[src/design/csac_pkg.sv]
`timescale 1ns / 1ps
`default_nettype none

package csac_pkg;

    // Field widths of the channels and of the configuration port.
    localparam int CMD_W     = 1;
    localparam int PL_W      = 8;
    localparam int BUDGET_W  = 40;
    localparam int SYMS_W    = 16;
    localparam int TIME_W    = 50;
    localparam int CFG_IDX_W = 3;
    localparam int CFG_DAT_W = 20;

    // Shared divider sizing.
    localparam int DIV_W     = 53;
    localparam int DIVR_W    = 20;
    localparam int DIV_CNT_W = 6;

    // Blocks numerator is at most ten bits wide.
    localparam int SYM_NUM_W = 10;

    // Configuration register indexes.
    localparam logic [CFG_IDX_W-1:0] CFG_SF       = 3'd0;
    localparam logic [CFG_IDX_W-1:0] CFG_BW       = 3'd1;
    localparam logic [CFG_IDX_W-1:0] CFG_CR       = 3'd2;
    localparam logic [CFG_IDX_W-1:0] CFG_HDR      = 3'd3;
    localparam logic [CFG_IDX_W-1:0] CFG_CRC      = 3'd4;
    localparam logic [CFG_IDX_W-1:0] CFG_LDRO     = 3'd5;
    localparam logic [CFG_IDX_W-1:0] CFG_PREAMBLE = 3'd6;

    // Command codes.
    localparam logic [CMD_W-1:0] CMD_TIME   = 1'b0;
    localparam logic [CMD_W-1:0] CMD_SEARCH = 1'b1;

    // Low data rate optimization modes.
    localparam logic [1:0] LDRO_OFF = 2'd0;
    localparam logic [1:0] LDRO_ON  = 2'd1;

    // Sequencer states.
    typedef enum logic [2:0] {
        ST_IDLE,
        ST_SYM_START,
        ST_SYM_WAIT,
        ST_MUL,
        ST_TIME_START,
        ST_TIME_WAIT,
        ST_DECIDE,
        ST_FINISH
    } state_t;

    // Control from the sequencer to the shared divider.
    typedef struct packed {
        logic                 start;
        logic [DIV_CNT_W-1:0] steps;
    } div_ctrl_t;

endpackage

`default_nettype wire

[src/design/csac_req_if.sv]
`timescale 1ns / 1ps
`default_nettype none

interface csac_req_if;
    logic                          valid;
    logic                          ready;
    logic [csac_pkg::CMD_W-1:0]    command;
    logic [csac_pkg::PL_W-1:0]     payload_bytes;
    logic [csac_pkg::BUDGET_W-1:0] budget_us;

    modport source (output valid, output command, output payload_bytes,
                    output budget_us, input ready);
    modport sink   (input valid, input command, input payload_bytes,
                    input budget_us, output ready);
endinterface

`default_nettype wire

[src/design/csac_rsp_if.sv]
`timescale 1ns / 1ps
`default_nettype none

interface csac_rsp_if;
    logic                        valid;
    logic                        ready;
    logic [csac_pkg::SYMS_W-1:0] payload_symbols;
    logic [csac_pkg::TIME_W-1:0] time_on_air_us;
    logic [csac_pkg::PL_W-1:0]   max_payload;

    modport source (output valid, output payload_symbols, output time_on_air_us,
                    output max_payload, input ready);
    modport sink   (input valid, input payload_symbols, input time_on_air_us,
                    input max_payload, output ready);
endinterface

`default_nettype wire

[src/design/csac_divider.sv]
`timescale 1ns / 1ps
`default_nettype none

// Restoring shift-and-subtract divider, one quotient bit per cycle.
// The dividend is taken MSB first; after N steps the low N bits of the
// quotient output hold the quotient of the top N dividend bits.
module csac_divider (
    input  wire logic                          clk,
    input  wire logic                          rst_n,
    input  wire csac_pkg::div_ctrl_t           ctrl,
    input  wire logic [csac_pkg::DIV_W-1:0]    dividend,
    input  wire logic [csac_pkg::DIVR_W-1:0]   divisor,
    output logic                               done,
    output logic [csac_pkg::DIV_W-1:0]         quotient
);

    logic                              busy_reg, busy_next;
    logic                              done_reg, done_next;
    logic [csac_pkg::DIV_CNT_W-1:0]    cnt_reg, cnt_next;
    logic [csac_pkg::DIV_W-1:0]        sh_reg, sh_next;
    logic [csac_pkg::DIVR_W-1:0]       rem_reg, rem_next;
    logic [csac_pkg::DIVR_W-1:0]       dvs_reg, dvs_next;
    logic [csac_pkg::DIVR_W:0]         trial;
    logic [csac_pkg::DIVR_W:0]         diff;
    logic                              fits;

    // One trial subtraction of the divisor.
    assign trial = {rem_reg, sh_reg[csac_pkg::DIV_W-1]};
    assign diff  = trial - {1'b0, dvs_reg};
    assign fits  = (trial >= {1'b0, dvs_reg});

    // Step control and datapath update.
    always_comb
    begin
        busy_next = busy_reg;
        done_next = 1'b0;
        cnt_next  = cnt_reg;
        sh_next   = sh_reg;
        rem_next  = rem_reg;
        dvs_next  = dvs_reg;
        if (ctrl.start)
        begin
            busy_next = 1'b1;
            cnt_next  = ctrl.steps;
            sh_next   = dividend;
            rem_next  = '0;
            dvs_next  = divisor;
        end
        else if (busy_reg)
        begin
            sh_next  = {sh_reg[csac_pkg::DIV_W-2:0], fits};
            rem_next = fits ? diff[csac_pkg::DIVR_W-1:0] : trial[csac_pkg::DIVR_W-1:0];
            cnt_next = cnt_reg - 1'b1;
            if (cnt_reg == {{(csac_pkg::DIV_CNT_W-1){1'b0}}, 1'b1})
            begin
                busy_next = 1'b0;
                done_next = 1'b1;
            end
        end
    end

    // Control state.
    always_ff @(posedge clk or negedge rst_n)
    begin
        if (!rst_n)
        begin
            busy_reg <= 1'b0;
            done_reg <= 1'b0;
            cnt_reg  <= '0;
        end
        else
        begin
            busy_reg <= busy_next;
            done_reg <= done_next;
            cnt_reg  <= cnt_next;
        end
    end

    // Working registers.
    always_ff @(posedge clk)
    begin
        sh_reg  <= sh_next;
        rem_reg <= rem_next;
        dvs_reg <= dvs_next;
    end

    assign done     = done_reg;
    assign quotient = sh_reg;

endmodule

`default_nettype wire

[src/design/chirp_spread_airtime_calculator.sv]
`timescale 1ns / 1ps
`default_nettype none

// Channel  Direction  Fields
// req      in         command, payload_bytes, budget_us
// rsp      out        payload_symbols, time_on_air_us, max_payload
// cfg      in         cfg_wen, cfg_index, cfg_data (write only)
//
// Each evaluation uses the shared serial divider at most twice:
// 10 steps for the symbol blocks and 53 steps for the airtime.
// Command 0 is one evaluation; command 1 is a binary search of 8 evaluations.
// req.ready is high only while the sequencer is idle.
// A finished result sits in the rsp register, so the next transaction can be
// accepted while it waits. Reset restores the default radio settings.
module chirp_spread_airtime_calculator (
    input  wire logic                               clk,
    input  wire logic                               rst_n,
    csac_req_if.sink                                req,
    csac_rsp_if.source                              rsp,
    input  wire logic                               cfg_wen,
    input  wire logic [csac_pkg::CFG_IDX_W-1:0]     cfg_index,
    input  wire logic [csac_pkg::CFG_DAT_W-1:0]     cfg_data
);

    // Configuration registers.
    logic [3:0]  sf_reg;
    logic [19:0] bw_reg;
    logic [3:0]  cr_reg;
    logic        hdr_reg;
    logic        crc_reg;
    logic [1:0]  ldro_reg;
    logic [15:0] pre_reg;

    always_ff @(posedge clk or negedge rst_n)
    begin
        if (!rst_n)
        begin
            sf_reg   <= 4'd7;
            bw_reg   <= 20'd125000;
            cr_reg   <= 4'd5;
            hdr_reg  <= 1'b1;
            crc_reg  <= 1'b1;
            ldro_reg <= 2'd2;
            pre_reg  <= 16'd8;
        end
        else if (cfg_wen)
        begin
            unique case (cfg_index)
                csac_pkg::CFG_SF:       sf_reg   <= cfg_data[3:0];
                csac_pkg::CFG_BW:       bw_reg   <= cfg_data[19:0];
                csac_pkg::CFG_CR:       cr_reg   <= cfg_data[3:0];
                csac_pkg::CFG_HDR:      hdr_reg  <= cfg_data[0];
                csac_pkg::CFG_CRC:      crc_reg  <= cfg_data[0];
                csac_pkg::CFG_LDRO:     ldro_reg <= cfg_data[1:0];
                csac_pkg::CFG_PREAMBLE: pre_reg  <= cfg_data[15:0];
                default: ;
            endcase
        end
    end

    // Sequencer and datapath registers.
    csac_pkg::state_t                state_reg, state_next;
    logic [csac_pkg::CMD_W-1:0]      cmd_reg, cmd_next;
    logic [csac_pkg::BUDGET_W-1:0]   budget_reg, budget_next;
    logic [csac_pkg::PL_W-1:0]       n_reg, n_next;
    logic [2:0]                      bitpos_reg, bitpos_next;
    logic [csac_pkg::SYMS_W-1:0]     syms_reg, syms_next;
    logic [37:0]                     prod_reg, prod_next;
    logic [csac_pkg::TIME_W-1:0]     t_reg, t_next;
    logic [csac_pkg::SYMS_W-1:0]     res_syms_reg, res_syms_next;
    logic [csac_pkg::TIME_W-1:0]     res_t_reg, res_t_next;
    logic [csac_pkg::PL_W-1:0]       res_max_reg, res_max_next;
    logic                            ovalid_reg, ovalid_next;
    logic [csac_pkg::SYMS_W-1:0]     osyms_reg, osyms_next;
    logic [csac_pkg::TIME_W-1:0]     ot_reg, ot_next;
    logic [csac_pkg::PL_W-1:0]       omax_reg, omax_next;

    // Shared divider.
    csac_pkg::div_ctrl_t             div_ctrl;
    logic [csac_pkg::DIV_W-1:0]      div_dividend;
    logic [csac_pkg::DIVR_W-1:0]     div_divisor;
    logic                            div_done;
    logic [csac_pkg::DIV_W-1:0]      div_q;

    csac_divider u_div (
        .clk      (clk),
        .rst_n    (rst_n),
        .ctrl     (div_ctrl),
        .dividend (div_dividend),
        .divisor  (div_divisor),
        .done     (div_done),
        .quotient (div_q)
    );

    // Low data rate optimization: forced off or on by the mode, or automatic when the symbol exceeds 16 ms.
    logic [15:0] chips;
    logic [22:0] chips_x125;
    logic        ldro_auto;
    logic        ldro_on;

    assign chips      = 16'd1 << sf_reg;
    assign chips_x125 = {7'd0, chips} * 23'd125;
    assign ldro_auto  = (bw_reg != 20'd0) && (chips_x125 > {2'b00, bw_reg, 1'b0});
    assign ldro_on    = (ldro_reg == csac_pkg::LDRO_OFF) ? 1'b0 :
                        (ldro_reg == csac_pkg::LDRO_ON)  ? 1'b1 : ldro_auto;

    // Symbol formula, both sides divided by four: ceil(m / d).
    logic signed [11:0] sym_m;
    logic signed [5:0]  sym_d;
    logic [csac_pkg::SYM_NUM_W-1:0] sym_num;
    logic [13:0]        blk_mul;

    assign sym_m   = $signed({3'b000, n_reg, 1'b0}) - $signed({8'd0, sf_reg}) + 12'sd7
                   + (crc_reg ? 12'sd4 : 12'sd0) - (hdr_reg ? 12'sd0 : 12'sd5);
    assign sym_d   = $signed({2'b00, sf_reg}) - (ldro_on ? 6'sd2 : 6'sd0);
    assign sym_num = sym_m[csac_pkg::SYM_NUM_W-1:0]
                   + {6'd0, sym_d[3:0]} - {{(csac_pkg::SYM_NUM_W-1){1'b0}}, 1'b1};
    assign blk_mul = {4'd0, div_q[csac_pkg::SYM_NUM_W-1:0]} * {10'd0, cr_reg};

    // Airtime numerator in quarter symbols.
    logic [19:0] quarters;
    assign quarters = {2'b00, pre_reg, 2'b00} + 20'd17 + {2'b00, syms_reg, 2'b00};

    // Saturated airtime from the divider.
    logic [csac_pkg::TIME_W-1:0] t_sat;
    assign t_sat = (div_q[csac_pkg::DIV_W-1:csac_pkg::TIME_W] != '0) ? '1
                 : div_q[csac_pkg::TIME_W-1:0];

    logic fits;
    assign fits = (t_reg <= {10'd0, budget_reg});

    logic rsp_free;
    assign rsp_free = !ovalid_reg || rsp.ready;

    // Next state.
    always_comb
    begin
        state_next = state_reg;
        unique case (state_reg)
            csac_pkg::ST_IDLE:
                if (req.valid)
                    state_next = csac_pkg::ST_SYM_START;
            csac_pkg::ST_SYM_START:
                if (sym_d <= 6'sd0 || sym_m <= 12'sd0)
                    state_next = csac_pkg::ST_MUL;
                else
                    state_next = csac_pkg::ST_SYM_WAIT;
            csac_pkg::ST_SYM_WAIT:
                if (div_done)
                    state_next = csac_pkg::ST_MUL;
            csac_pkg::ST_MUL:
                state_next = csac_pkg::ST_TIME_START;
            csac_pkg::ST_TIME_START:
                if (bw_reg == 20'd0)
                    state_next = csac_pkg::ST_DECIDE;
                else
                    state_next = csac_pkg::ST_TIME_WAIT;
            csac_pkg::ST_TIME_WAIT:
                if (div_done)
                    state_next = csac_pkg::ST_DECIDE;
            csac_pkg::ST_DECIDE:
                if (cmd_reg == csac_pkg::CMD_TIME || bitpos_reg == 3'd0)
                    state_next = csac_pkg::ST_FINISH;
                else
                    state_next = csac_pkg::ST_SYM_START;
            csac_pkg::ST_FINISH:
                if (rsp_free)
                    state_next = csac_pkg::ST_IDLE;
            default:
                state_next = csac_pkg::ST_IDLE;
        endcase
    end

    // Outputs and datapath updates.
    always_comb
    begin
        cmd_next      = cmd_reg;
        budget_next   = budget_reg;
        n_next        = n_reg;
        bitpos_next   = bitpos_reg;
        syms_next     = syms_reg;
        prod_next     = prod_reg;
        t_next        = t_reg;
        res_syms_next = res_syms_reg;
        res_t_next    = res_t_reg;
        res_max_next  = res_max_reg;
        ovalid_next   = ovalid_reg && !rsp.ready;
        osyms_next    = osyms_reg;
        ot_next       = ot_reg;
        omax_next     = omax_reg;
        div_ctrl      = '{start: 1'b0, steps: '0};
        div_dividend  = '0;
        div_divisor   = bw_reg;
        req.ready     = 1'b0;
        unique case (state_reg)
            csac_pkg::ST_IDLE:
            begin
                req.ready     = 1'b1;
                cmd_next      = req.command;
                budget_next   = req.budget_us;
                bitpos_next   = 3'd7;
                n_next        = (req.command == csac_pkg::CMD_SEARCH) ? 8'h80
                                                                     : req.payload_bytes;
                res_syms_next = '0;
                res_t_next    = '0;
                res_max_next  = '0;
            end
            csac_pkg::ST_SYM_START:
            begin
                syms_next = 16'd8;
                if (!(sym_d <= 6'sd0 || sym_m <= 12'sd0))
                begin
                    div_ctrl     = '{start: 1'b1,
                                     steps: csac_pkg::DIV_CNT_W'(csac_pkg::SYM_NUM_W)};
                    div_dividend = {sym_num, {(csac_pkg::DIV_W-csac_pkg::SYM_NUM_W){1'b0}}};
                    div_divisor  = {16'd0, sym_d[3:0]};
                end
            end
            csac_pkg::ST_SYM_WAIT:
                if (div_done)
                    syms_next = 16'd8 + {2'b00, blk_mul};
            csac_pkg::ST_MUL:
                prod_next = {18'd0, quarters} * 38'd250000;
            csac_pkg::ST_TIME_START:
            begin
                t_next = '0;
                if (bw_reg != 20'd0)
                begin
                    div_ctrl     = '{start: 1'b1,
                                     steps: csac_pkg::DIV_CNT_W'(csac_pkg::DIV_W)};
                    div_dividend = {15'd0, prod_reg} << sf_reg;
                end
            end
            csac_pkg::ST_TIME_WAIT:
                if (div_done)
                    t_next = t_sat;
            csac_pkg::ST_DECIDE:
            begin
                if (cmd_reg == csac_pkg::CMD_TIME)
                begin
                    res_syms_next = syms_reg;
                    res_t_next    = t_reg;
                    res_max_next  = '0;
                end
                else
                begin
                    if (fits)
                    begin
                        res_syms_next = syms_reg;
                        res_t_next    = t_reg;
                        res_max_next  = n_reg;
                    end
                    if (bitpos_reg != 3'd0)
                    begin
                        bitpos_next = bitpos_reg - 3'd1;
                        n_next      = (fits ? n_reg : res_max_reg)
                                    | (8'd1 << (bitpos_reg - 3'd1));
                    end
                end
            end
            csac_pkg::ST_FINISH:
                if (rsp_free)
                begin
                    ovalid_next = 1'b1;
                    osyms_next  = res_syms_reg;
                    ot_next     = res_t_reg;
                    omax_next   = res_max_reg;
                end
            default: ;
        endcase
    end

    // Control state.
    always_ff @(posedge clk or negedge rst_n)
    begin
        if (!rst_n)
        begin
            state_reg  <= csac_pkg::ST_IDLE;
            ovalid_reg <= 1'b0;
        end
        else
        begin
            state_reg  <= state_next;
            ovalid_reg <= ovalid_next;
        end
    end

    // Payload registers.
    always_ff @(posedge clk)
    begin
        cmd_reg      <= cmd_next;
        budget_reg   <= budget_next;
        n_reg        <= n_next;
        bitpos_reg   <= bitpos_next;
        syms_reg     <= syms_next;
        prod_reg     <= prod_next;
        t_reg        <= t_next;
        res_syms_reg <= res_syms_next;
        res_t_reg    <= res_t_next;
        res_max_reg  <= res_max_next;
        osyms_reg    <= osyms_next;
        ot_reg       <= ot_next;
        omax_reg     <= omax_next;
    end

    // Result transaction.
    assign rsp.valid           = ovalid_reg;
    assign rsp.payload_symbols = osyms_reg;
    assign rsp.time_on_air_us  = ot_reg;
    assign rsp.max_payload     = omax_reg;

endmodule

`default_nettype wire
[src/flat_wrapper.sv]
// flat-port wrapper written by rule: the top's interface ports become plain ports
module chirp_spread_airtime_calculator_flat 
  (clk, rst_n, cfg_wen, cfg_index, cfg_data, req_valid, req_command, req_payload_bytes, req_budget_us, req_ready, rsp_valid, rsp_payload_symbols, rsp_time_on_air_us, rsp_max_payload, rsp_ready);
  csac_req_if req_i ();
  csac_rsp_if rsp_i ();
  input  wire logic clk;
  input  wire logic rst_n;
  input  wire logic cfg_wen;
  input  wire logic [csac_pkg::CFG_IDX_W-1:0] cfg_index;
  input  wire logic [csac_pkg::CFG_DAT_W-1:0] cfg_data;
  input wire logic [$bits(req_i.valid)-1:0] req_valid;
  input wire logic [$bits(req_i.command)-1:0] req_command;
  input wire logic [$bits(req_i.payload_bytes)-1:0] req_payload_bytes;
  input wire logic [$bits(req_i.budget_us)-1:0] req_budget_us;
  output wire logic [$bits(req_i.ready)-1:0] req_ready;
  output wire logic [$bits(rsp_i.valid)-1:0] rsp_valid;
  output wire logic [$bits(rsp_i.payload_symbols)-1:0] rsp_payload_symbols;
  output wire logic [$bits(rsp_i.time_on_air_us)-1:0] rsp_time_on_air_us;
  output wire logic [$bits(rsp_i.max_payload)-1:0] rsp_max_payload;
  input wire logic [$bits(rsp_i.ready)-1:0] rsp_ready;
  assign req_i.valid = req_valid;
  assign req_i.command = req_command;
  assign req_i.payload_bytes = req_payload_bytes;
  assign req_i.budget_us = req_budget_us;
  assign req_ready = req_i.ready;
  assign rsp_valid = rsp_i.valid;
  assign rsp_payload_symbols = rsp_i.payload_symbols;
  assign rsp_time_on_air_us = rsp_i.time_on_air_us;
  assign rsp_max_payload = rsp_i.max_payload;
  assign rsp_i.ready = rsp_ready;
  chirp_spread_airtime_calculator u_core (.clk(clk), .rst_n(rst_n), .req(req_i), .rsp(rsp_i), .cfg_wen(cfg_wen), .cfg_index(cfg_index), .cfg_data(cfg_data));
endmodule
[config.mk]
export PLATFORM = sky130hd
export DESIGN_NAME = chirp_spread_airtime_calculator_flat
export DESIGN_NICKNAME = d
export VERILOG_FILES = /design/src/design/csac_pkg.sv /design/src/design/csac_req_if.sv /design/src/design/csac_rsp_if.sv /design/src/design/csac_divider.sv /design/src/design/chirp_spread_airtime_calculator.sv /design/src/flat_wrapper.sv
export SDC_FILE = /design/constraint.sdc
export NUM_CORES = 1
export LEC_CHECK = 0
export BUFFER_PORTS_ARGS = -buffer_cell sky130_fd_sc_hd__buf_2
export CORE_ASPECT_RATIO = 0.5
export CORE_UTILIZATION = 65
export DETAILED_ROUTE_END_ITERATION = 8
export GPL_TIMING_DRIVEN = 0
export PLACE_DENSITY = 0.84
export SLEW_MARGIN = 20
export SYNTH_ARGS = -nofsm -noshare
export SYNTH_HDL_FRONTEND = slang
export SYNTH_SLANG_ARGS = --single-unit
export TNS_END_PERCENT = 20
[constraint.sdc]
create_clock -name clk -period 14.1 [get_ports clk]
set_input_delay 2.82 -clock clk [delete_from_list [all_inputs] [get_ports clk]]
set_output_delay 2.82 -clock clk [all_outputs]
set_load 0.03 [all_outputs]
==> summary.md <==
| Metric | Value |
|---|---|
| Sequential share of the synthesized area | 42.9% |
| Antenna violations before repair | 3 |
| Drt pass-1 iters | 6 |
| Vias in the first global route | 21.8k |
| Initial DRC count | 2384 |
| Post-Syn Instances | around 2.8k |
| Setup crit start kind | flop |
| RSZ-0062 raised after global routing | no |
| Placer Congestion | 0.998 |
| Status | finished, final reports clean |
| Worst r2r dst | u_core.u_div.quotient[48]$_DFFE_PP_ |
| Floorplan core area | about 46000 µm² |
| First-pass GRT wire length | roughly 120000 µm |
| CTS resizes | 0 |
| Design Area, Final | between 30000 and 40000 µm² |
| Slew Limit Fails | 0 |
| Distinct cells, synth | 74 |
| Clock slew seen by the registers of the worst setup and hold paths | 0.07 ns |
| Nets | 3507 |
| I/O Buffers | 150 |
| Max reg flops | 53 |
| Final TNS setup | 0 ns |
| Drt drc | 0 |
| Clk sink count | ~450 |
| Post-CTS Hold Buffers | 0 |
| Synth Register Bits | 448 |
| Height of the chip | between 150 and 200 µm |
| EDFF count, synth | 368 |
| Min-Delay Startpoint | u_core.res_t_reg[12]$_SDFFCE_PN0P_ |
| Clk_skew | 0.0352 ns |
| Grt ovf | 0 |
| Setup violations, final | 0 |
| Req. time, crit path | around 14 ns |
| CTS Buf Count | 40 |
| Worst relative slew slack | 28.9% |
| I/O pin cnt | approximately 150 |
| Worst-margin pin slew | 1.06 ns |
| Layout cell share with drive strength beyond 1 | 11.7% |
| Hold Vio Cnt, Final | 0 |
| Fmax | 95.3 MHz |
| Main flop type after synthesis | edfxtp_1 |
| Initial Util | 66.4% |
| Synth warn | 0 |
| WL/cell | 20.5 µm |
| Mean area per synthesized cell | 11.0 µm² |
| Post-CTS Setup Inserts | 0 |
| Period utilization | approximately 74% |
| Worst hold stages | 0 |
| GRT Util Overall | 32.0% |
| Rows | 55 |
| # fillers | between 3k and 4k |
| H-tree Lvls | 2 |
| Clock Path Buffers | 3 |
| CP endpoint kind | flop |
| Async set-or-reset flop fraction in the synthesized netlist | 13.4% |
| Pin count of the biggest net entering global routing | 61 |
| Final ANT Viol Nets | 0 |
| Clock root cell | clkbuf_16 |
| Critical path arrival | 10.70 ns |
| Class of the most critical setup path | reg2reg |
| Type of the worst min-delay path | reg2reg |
| Minimum clock period | 10.49 ns |
| Post-detail-place hpwl | 58200 µm |
| Area growth syn-to-layout | 10.6% |
| Dpl cell area | between 30000 and 40000 µm² |
| Syn Std Cell Area | between 30000 and 40000 µm² |
| Die width | a little over 300 µm |
| WHS Endpoint | u_core.rsp.time_on_air_us[12]$_DFFE_PP_ |
| Vias | 21.8k |
| CTS tree | done |
| Mean number of vias per cell | 5.99 |
| RR Startpoint | u_core.sf_reg[0]$_DFFE_PN1P_ |
| Multi-input logic area | roughly 16000 µm² |
| CP dominant cell by count | ha_1 |
| Slowest cell on crit path | a2111oi_0 |
| FF-to-FF path depth | 37 |
| Die area | 47400 µm² |
| Clock latency on the worst-skew pair | 0.59 ns |
| Register area | 13000 µm² |
| Max incr delay on CP | around 0.66 ns |
| Max-Cap Viols | 0 |
| Crit Path Max Fanout | 53 |
| Reg-to-reg slack, setup | 3.61 ns |
| Drt total wl | around 75000 µm |
==> synthesized netlist by cell type, types with 34 or more instances <==
| cell | count | share of area (%) |
|---|---|---|
| nor2_1 | 142 | 1.8 |
| o21a_1 | 68 | 1.7 |
| and2_1 | 92 | 1.9 |
| edfxtp_1 | 368 | 37 |
| fa_1 | 134 | 8.9 |
| nor3_1 | 34 | 0.56 |
| inv_1 | 312 | 3.9 |
| clkbuf_1 | 66 | 0.82 |
| nand2_1 | 241 | 3.0 |
| ha_1 | 322 | 13 |
| a21oi_1 | 170 | 2.8 |
| xor2_1 | 47 | 1.4 |
| o21ai_0 | 120 | 2.0 |
| a21o_1 | 60 | 1.5 |
| mux2i_1 | 46 | 1.5 |
| dfrtp_1 | 44 | 3.6 |
| xnor2_1 | 79 | 2.3 |
==> worst max-delay path by stage <==
| stage | slack, ns | from | cells after the start | end |
|---|---|---|---|---|
| 3_5_place_dp | 4.01 | u_core.sf_reg[0]$_DFFE_PN1P_ | 37 | u_core.u_div.quotient[30]$_DFFE_PP_ |
| 2_1_floorplan | 4.94 | u_core.sf_reg[0]$_DFFE_PN1P_ | 38 | u_core.u_div.quotient[0]$_SDFFCE_PP0P_ |
| 5_1_grt | 3.09 | u_core.sf_reg[0]$_DFFE_PN1P_ | 37 | u_core.u_div.quotient[48]$_DFFE_PP_ |
| 4_1_cts | 3.89 | u_core.sf_reg[0]$_DFFE_PN1P_ | 37 | u_core.u_div.quotient[42]$_DFFE_PP_ |
| 3_3_place_gp | 1.44 | u_core.state_reg[2]$_DFFE_PN0P_ | 5 | u_core.res_syms_reg[11]$_SDFFCE_PN0P_ |
| 6_report | 3.61 | u_core.sf_reg[0]$_DFFE_PN1P_ | 37 | u_core.u_div.quotient[48]$_DFFE_PP_ |
==> routing by layer <==
layer  GRT usage [%]  wire length (µm)  vias to the layer above
li1                -                 -                    10080
met1            43.9             31200                    10595
met2            51.8             34000                      921
met3            7.19              7260                      160
met4            8.51              2020                        0
met5               0                 0                        -
==> cells in the final DEF, fill, tap and decap left out, types with 21 or more instances in the layout <==
| cell | Yosys | routed |
|---|---|---|
| nand4_1 | 24 | 24 |
| o21a_1 | 68 | 68 |
| fa_1 | 134 | 134 |
| nor2_1 | 142 | 140 |
| mux2i_1 | 46 | 46 |
| xnor2_1 | 79 | 79 |
| and2_1 | 92 | 92 |
| a21oi_1 | 170 | 169 |
| o21ai_1 | 27 | 27 |
| mux2_2 | 33 | 33 |
| edfxtp_1 | 368 | 368 |
| o21ai_0 | 120 | 120 |
| nand2_1 | 241 | 240 |
| dfrtp_1 | 44 | 44 |
| mux4_2 | 21 | 21 |
| nand3_1 | 31 | 31 |
| a21o_1 | 60 | 60 |
| xor2_1 | 47 | 47 |
| buf_2 | 16 | 165 |
| clkbuf_16 | 0 | 40 |
| inv_1 | 312 | 312 |
| ha_1 | 322 | 322 |
| clkbuf_1 | 66 | 68 |
| nor3_1 | 34 | 32 |
==> worst max-delay path: cells and delay by family, from the launching register on <==
kind                     cells  cell delay (ns)
AO/OA/AOI/OAI                9             2.23
XOR/XNOR                     1             0.17
adder cells (fa/ha/maj)      9             3.28
buffers and inverters        7             1.50
flip-flops                   1             0.53
AND/OR/NAND/NOR             11             2.30
==> per-stage QoR <==
step	hold WS [ns]	setup slack [ns]	cells	util [%]
5_1_grt	0.425	3.09	3631	73.4
3_3_place_gp	0.402	1.44	3542	69.8
3_5_place_dp	0.405	4.01	3559	70.6
6_report	0.403	3.61	3632	73.4
4_1_cts	0.411	3.89	3630	73.4
2_1_floorplan	0.400	4.94	2765	-
==> cell type report <==
class / instances / share of cell area [%]
Inverter: 318 / 3.57
Buffer: 90 / 1.11
Timing Repair Buffer: 167 / 3.06
Tap cell: 627 / 2.35
Multi-Input combinational cell: 1909 / 47.2
Clock inverter: 29 / 0.886
Antenna cell: 2 / 0.0150
Clock buffer: 42 / 3.01
Sequential cell: 448 / 38.8
==> cells by family (layout without fill, tap and decap cells) <==
group | Yosys count | count (layout) | synth area share (%)
and+or+nand+nor | 661 | 661 | 10.4
AOI/OAI and AO/OA | 555 | 555 | 11.4
adders and majority gates | 456 | 456 | 22.2
DFF | 448 | 448 | 42.9
buffers and inverters | 408 | 646 | 5.18
xor gates and xnor gates | 126 | 126 | 3.65
muxes | 100 | 100 | 4.32
other | 2 | 13 | 0.0248
Power is not shown: default switching activity piles up to over one toggle a cycle in this logic, so the estimate is an artifact.
